### src/design/icm_pixel_label_search_assert.svh
// Assertion macros used by the pixel label search top level.
`ifndef ICM_PIXEL_LABEL_SEARCH_ASSERT_SVH
`define ICM_PIXEL_LABEL_SEARCH_ASSERT_SVH

// Same-cycle implication, checked at every rising edge outside reset.
`define ICM_ASSERT_NOW(lbl, ante, cons, msg) \
    lbl: assert property (@(posedge i_clk) disable iff (!i_rst_n) (ante) |-> (cons)) \
        else $error(msg);

// Next-cycle implication.
`define ICM_ASSERT_NEXT(lbl, ante, cons, msg) \
    lbl: assert property (@(posedge i_clk) disable iff (!i_rst_n) (ante) |=> (cons)) \
        else $error(msg);

`endif

### src/design/icm_pls_pkg.sv
// Shared types, constants and helper functions of the pixel label search.
`timescale 1ns / 1ps
package icm_pls_pkg;
    localparam int LABEL_W    = 8;
    localparam int ENERGY_W   = 25;
    localparam int LAMBDA_W   = 8;
    localparam int PSI_W      = 16;
    localparam int SQ_W       = 16;
    localparam int NB_FIELDS  = 8;
    localparam int CNT_W      = 4;
    localparam int LANES      = 16;
    localparam int LANE_W     = 4;
    localparam int GRP_W      = LABEL_W - LANE_W;
    localparam int FRAC_BITS  = 4;
    localparam int SUM_W      = SQ_W + 3;
    localparam int CFG_IDX_W  = 4;
    localparam int CFG_DATA_W = 16;

    localparam int MAX_NEIGHBORS_DEF = 8;
    localparam int LABEL_COUNT_DEF   = 256;

    localparam logic [CFG_IDX_W-1:0] CFG_LAMBDA = 4'd0;
    localparam logic [CFG_IDX_W-1:0] CFG_PSI    = 4'd1;

    localparam logic [LAMBDA_W-1:0] LAMBDA_RESET = 8'd8;
    localparam logic [PSI_W-1:0]    PSI_RESET    = 16'd1;

    typedef struct packed {
        logic             valid;
        logic             first;
        logic             last;
        logic [GRP_W-1:0] grp;
    } t_ctl;

    function automatic logic [SQ_W-1:0] sq_diff(input logic [LABEL_W-1:0] a,
                                                input logic [LABEL_W-1:0] b);
        logic [LABEL_W-1:0] d;
        d = (a >= b) ? (a - b) : (b - a);
        return SQ_W'(d) * SQ_W'(d);
    endfunction
endpackage

### src/design/icm_pls_min.sv
// Minimum search: registered tree over the lanes and a running best across groups.
`timescale 1ns / 1ps
module icm_pls_min
    import icm_pls_pkg::*;
(
    input  logic                i_clk,
    input  logic                i_rst_n,
    input  t_ctl                i_ctl,
    input  logic [ENERGY_W-1:0] i_energy [LANES],
    input  logic                i_stall,
    output logic                o_adv,
    output logic                o_valid,
    output logic [LABEL_W-1:0]  o_label,
    output logic [ENERGY_W-1:0] o_energy
);
    localparam int QUADS = LANES / 4;

    t_ctl                r3_ctl;
    logic [ENERGY_W-1:0] r3_e   [QUADS];
    logic [LANE_W-1:0]   r3_idx [QUADS];
    t_ctl                r4_ctl;
    logic [ENERGY_W-1:0] r4_e;
    logic [LABEL_W-1:0]  r4_lbl;
    logic [ENERGY_W-1:0] r_best_e;
    logic [LABEL_W-1:0]  r_best_lbl;
    logic                r_out_valid;
    logic [ENERGY_W-1:0] r_out_e;
    logic [LABEL_W-1:0]  r_out_lbl;

    logic [ENERGY_W-1:0] n3_e   [QUADS];
    logic [LANE_W-1:0]   n3_idx [QUADS];
    logic [ENERGY_W-1:0] n4_e;
    logic [LANE_W-1:0]   n4_idx;
    logic                take;
    logic [ENERGY_W-1:0] m_e;
    logic [LABEL_W-1:0]  m_lbl;
    logic                fin;

    // Ties keep the earlier entry, so the lowest label wins throughout.
    always_comb begin
        for (int q = 0; q < QUADS; q++) begin
            n3_e[q]   = i_energy[4*q];
            n3_idx[q] = LANE_W'(4*q);
            for (int j = 1; j < 4; j++) begin
                if (i_energy[4*q+j] < n3_e[q]) begin
                    n3_e[q]   = i_energy[4*q+j];
                    n3_idx[q] = LANE_W'(4*q+j);
                end
            end
        end
        n4_e   = r3_e[0];
        n4_idx = r3_idx[0];
        for (int q = 1; q < QUADS; q++) begin
            if (r3_e[q] < n4_e) begin
                n4_e   = r3_e[q];
                n4_idx = r3_idx[q];
            end
        end
    end

    // The first group starts the running best; later groups must be strictly lower.
    assign take  = r4_ctl.first || (r4_e < r_best_e);
    assign m_e   = take ? r4_e   : r_best_e;
    assign m_lbl = take ? r4_lbl : r_best_lbl;

    assign o_adv = !(r4_ctl.valid && r4_ctl.last && r_out_valid && i_stall);
    assign fin   = r4_ctl.valid && r4_ctl.last && o_adv;

    always_ff @(posedge i_clk) begin
        if (!i_rst_n) begin
            r3_ctl.valid <= 1'b0;
            r4_ctl.valid <= 1'b0;
            r_out_valid  <= 1'b0;
        end else begin
            if (o_adv) begin
                r3_ctl <= i_ctl;
                r4_ctl <= r3_ctl;
            end
            if (fin) begin
                r_out_valid <= 1'b1;
            end else if (!i_stall) begin
                r_out_valid <= 1'b0;
            end
        end
    end

    always_ff @(posedge i_clk) begin
        if (o_adv) begin
            r3_e   <= n3_e;
            r3_idx <= n3_idx;
            r4_e   <= n4_e;
            r4_lbl <= {r3_ctl.grp, n4_idx};
            if (r4_ctl.valid) begin
                r_best_e   <= m_e;
                r_best_lbl <= m_lbl;
            end
        end
        if (fin) begin
            r_out_e   <= m_e;
            r_out_lbl <= m_lbl;
        end
    end

    assign o_valid  = r_out_valid;
    assign o_label  = r_out_lbl;
    assign o_energy = r_out_e;
endmodule

### config.mk
export PLATFORM = sky130hd
export DESIGN_NAME = icm_pls_min
export DESIGN_NICKNAME = d
export VERILOG_FILES = /design/src/design/icm_pixel_label_search_assert.svh /design/src/design/icm_pls_pkg.sv /design/src/design/icm_pls_min.sv
export SDC_FILE = /design/constraint.sdc
export NUM_CORES = 1
export LEC_CHECK = 0
export ABC_AREA = 1
export BUFFER_PORTS_ARGS = -buffer_cell sky130_fd_sc_hd__buf_2
export CORE_MARGIN = 3
export CORE_UTILIZATION = 33
export CTS_BUF_LIST = sky130_fd_sc_hd__clkbuf_16
export DETAILED_ROUTE_END_ITERATION = 7
export PLACE_DENSITY = 0.6
export RECOVER_POWER = 100
export SLEW_MARGIN = 15
export SYNTH_ARGS = -nofsm -noshare
export SYNTH_HDL_FRONTEND = slang
export SYNTH_SLANG_ARGS = --single-unit
### constraint.sdc
create_clock -name i_clk -period 8.95 [get_ports i_clk]
set_clock_uncertainty 0.1 [all_clocks]
set_input_delay 1.79 -clock i_clk [delete_from_list [all_inputs] [get_ports i_clk]]
set_output_delay 1.79 -clock i_clk [all_outputs]
set_load 0.05 [all_outputs]
==> results.cfg <==
[cells_and_area]
drive_gt1_share_pct = 15.79
layout_common_cells = nand2_1, buf_2, ha_1, inv_1, o21ai_0
syn2layout_area_growth_pct = 18.31
final_cells = 3950
nets = 3878
layout_commonest_cell = nand2_1

[sta]
post-route-period-util_pct = 91.83
max_slew_margin_pct = -122.7
drv_slew = 181
worst_pin_slew_ns = 3.340
fin_hold_ws_ns = 0.3208
setup_viol = 0
fmax_ghz = 0.1217
finalSetupTns_ns = 0
rsz0062_at_grt = false
min_period_ns = 8.219
hold_viol_final = 0

[clock_tree]
cts_resized = 0
clk_latency_ns = 0.54
cts_root_buf = clkbuf_16
cts_buffers = 24
cts_buffer_depth = 3
htreeDepth = 1
clk_pin_slew_ns = 0.06
cts_hold_buf = 0
cts_setup_buffers = 0
clock-sinks = 218
cts_tree = yes

[setup_path]
cpPeakStageDelay_ns = 0.85
cp.required_ns = 9.04
worst-setup-path-type = input pin to flop
cp.arrival_ns = 8.31
cp_slowest_cell = a2111oi_0
worst_setup_path_end_kind = flop
cp-start-kind = input pin
critPathMaxFanout = 32
crit_top_cell = nand2_1
startpoint = i_energy[356]
r2r-start = r3_e[56]

[yosys]
yosys.area.top_type = edfxtp_1
async_reset_ff_share_pct = 0
synth_edf_count = 215
synthFlopType = edfxtp_1
synth_area_per_cell_um2 = 7.722
ys_ff_latch = 218
synth_area_leaders = edfxtp_1, ha_1, nand2_1
syn-num-nets = 3466
synth_area_um2 = 20650
synth-seq-area-share_pct = 31.56
yosysWarnings = 0
ys_types = 47
synth_cells = 2674
synth_top_area_share_pct = 31.27

[placed_design]
place_inst = 3897
place_congestion = 0.9066
hpwlAfterDp_um = 52830
port_buffers = 444

[pwr]
p_leak_nw = 12.32
internal_power_mw = 3.417
power_density_nw_per_um2 = 266.2
p_total_mw = 6.504
switching_share_pct = 47.46
clkPwrFrac_pct = 14.4
combPwrFrac_pct = 58.2
pwr-share-seq_pct = 27.4
p_sw_mw = 3.087
vdd_drop_max_mv = 0.2602

[floorplan]
core_um2 = 61830
row_count = 91
io_pins = 445
start_util_pct = 33.40
die_h_um = 256.2
die-area_um2 = 65610
die_w_um = 256.2

[detailed_routing]
totalWireLength_um = 62050
wl_per_cell_um = 15.71
routed_via_density = 4.826
dr_total_vias = 19060
first_pass_iters = 5
drc = 0
drt-initial-drc-count = 1095
postRouteAntennaNets = 0

[hold_path]
holdCritStartpoint = r3_ctl[3]
hold_class = flop to flop

[grt]
gr-usage-all-layers_pct = 18.35
grt_pass1_wl_um = 97170
grt_max_degree = 87
grt_pass1_vias = 18290
overflow = 0
antenna_found_initial = 16

[job]
maxCapViolCount = 4

[outcome]
violations = capacitance limit, slew limit
status = complete, but fails checks
[layout make-up]
| class | count | area, um^2 |
|---|---|---|
| multi-input combinational | 2031 | 12470 |
| sequential | 218 | 6516 |
| tap | 837 | 1047 |
| clock buffer | 24 | 600.6 |
| antenna | 10 | 25.02 |
| inverter | 341 | 1285 |
| fill | 6462 | 37390 |
| timing repair buffer | 470 | 2349 |
| clock inverter | 19 | 138.9 |
[kinds of logic (layout without fill, tap and decap cells)]
kind of cell / Yosys count / after routing / share of synthesized area [%]
muxes: 8 / 8 / 0.4363
and+or+nand+nor: 1098 / 1098 / 22.33
buffers and inverters: 425 / 854 / 8.010
DFF: 218 / 218 / 31.56
adders and majority gates: 382 / 382 / 23.15
AOI/OAI and AO/OA: 543 / 543 / 14.52
other: 0 / 10 / 0
[stage by stage]
stage / area, um^2 / setup slack [ns] / utilization (%)
after floorplan: 20650 / 1.848 / -
after global placement: 23760 / 0.2301 / 38.44
after detailed placement: 23760 / 0.2894 / 38.44
after CTS: 24500 / 0.8208 / 39.63
after global routing: 24420 / 0.03001 / 39.50
final: 24430 / 0.7308 / 39.52
[sequential cells by signal, summed over array words and instances (netlist names)]
register and cells:
r4_lbl 8, r3_idx 8, r3_e 100, r_best_lbl 8, r3_ctl 7, o_energy 25
o_valid 1, r_best_e 25, r4_e 25, o_label 8, r4_ctl 3
[critical path, delay by kind of cell]
kind	cells	cell delay [ns]
AO/OA/AOI/OAI	11	2.37
adder cells (fa/ha/maj)	3	0.96
buffers and inverters	4	1.02
AND/OR/NAND/NOR	15	2.14
[metal layers]
| layer | track usage [%] | share of wire [%] | vias to the layer above | wire length [um] |
|---|---|---|---|---|
| met1 | 24.20 | 45 | 8480 | 27730 |
| met2 | 31.35 | 47 | 402 | 29420 |
| met5 | 0 | 0.12 | - | 72 |
| met3 | 3.156 | 5.5 | 80 | 3406 |
| li1 | - | - | 10090 | - |
| met4 | 4.197 | 2.3 | 14 | 1426 |
[synthesized netlist by cell type, types with 4 or more instances]
cell	number
a2111oi_0	4
a211oi_1	25
a21oi_1	168
a31oi_1	4
and2_1	5
buf_2	17
buf_4	4
clkbuf_1	60
edfxtp_1	215
ha_1	382
inv_1	341
mux2_2	8
nand2_1	763
nand2_2	11
nand3_1	169
nand3b_1	6
nand4_1	39
nor2_1	56
nor3_1	27
nor4_1	9
o211ai_1	12
o21ai_0	280
o21ai_1	8
o221a_2	5
o221ai_1	16
o31ai_1	4
[power by group through the flow]
| stage | clock network, mW | logic, mW | registers [mW] |
|---|---|---|---|
| 3_5_place_dp | 0 | 3.82 | 1.80 |
| 5_1_grt | 1.01 | 4.41 | 1.81 |
| 2_1_floorplan | 0 | 2.64 | 1.73 |
| 3_3_place_gp | 0 | 3.75 | 1.80 |
| 4_1_cts | 0.974 | 3.83 | 1.78 |
| 6_report | 0.933 | 3.79 | 1.78 |
[final timing paths]
check               end  slack (ns)  cells after the start
max          r3_idx[12]        0.73                     33
min           r4_lbl[7]        0.32                      0
max reg2reg   r4_lbl[2]        0.78                     27
min reg2reg   r4_lbl[7]        0.32                      0
(Power assumes the default switching activity.)
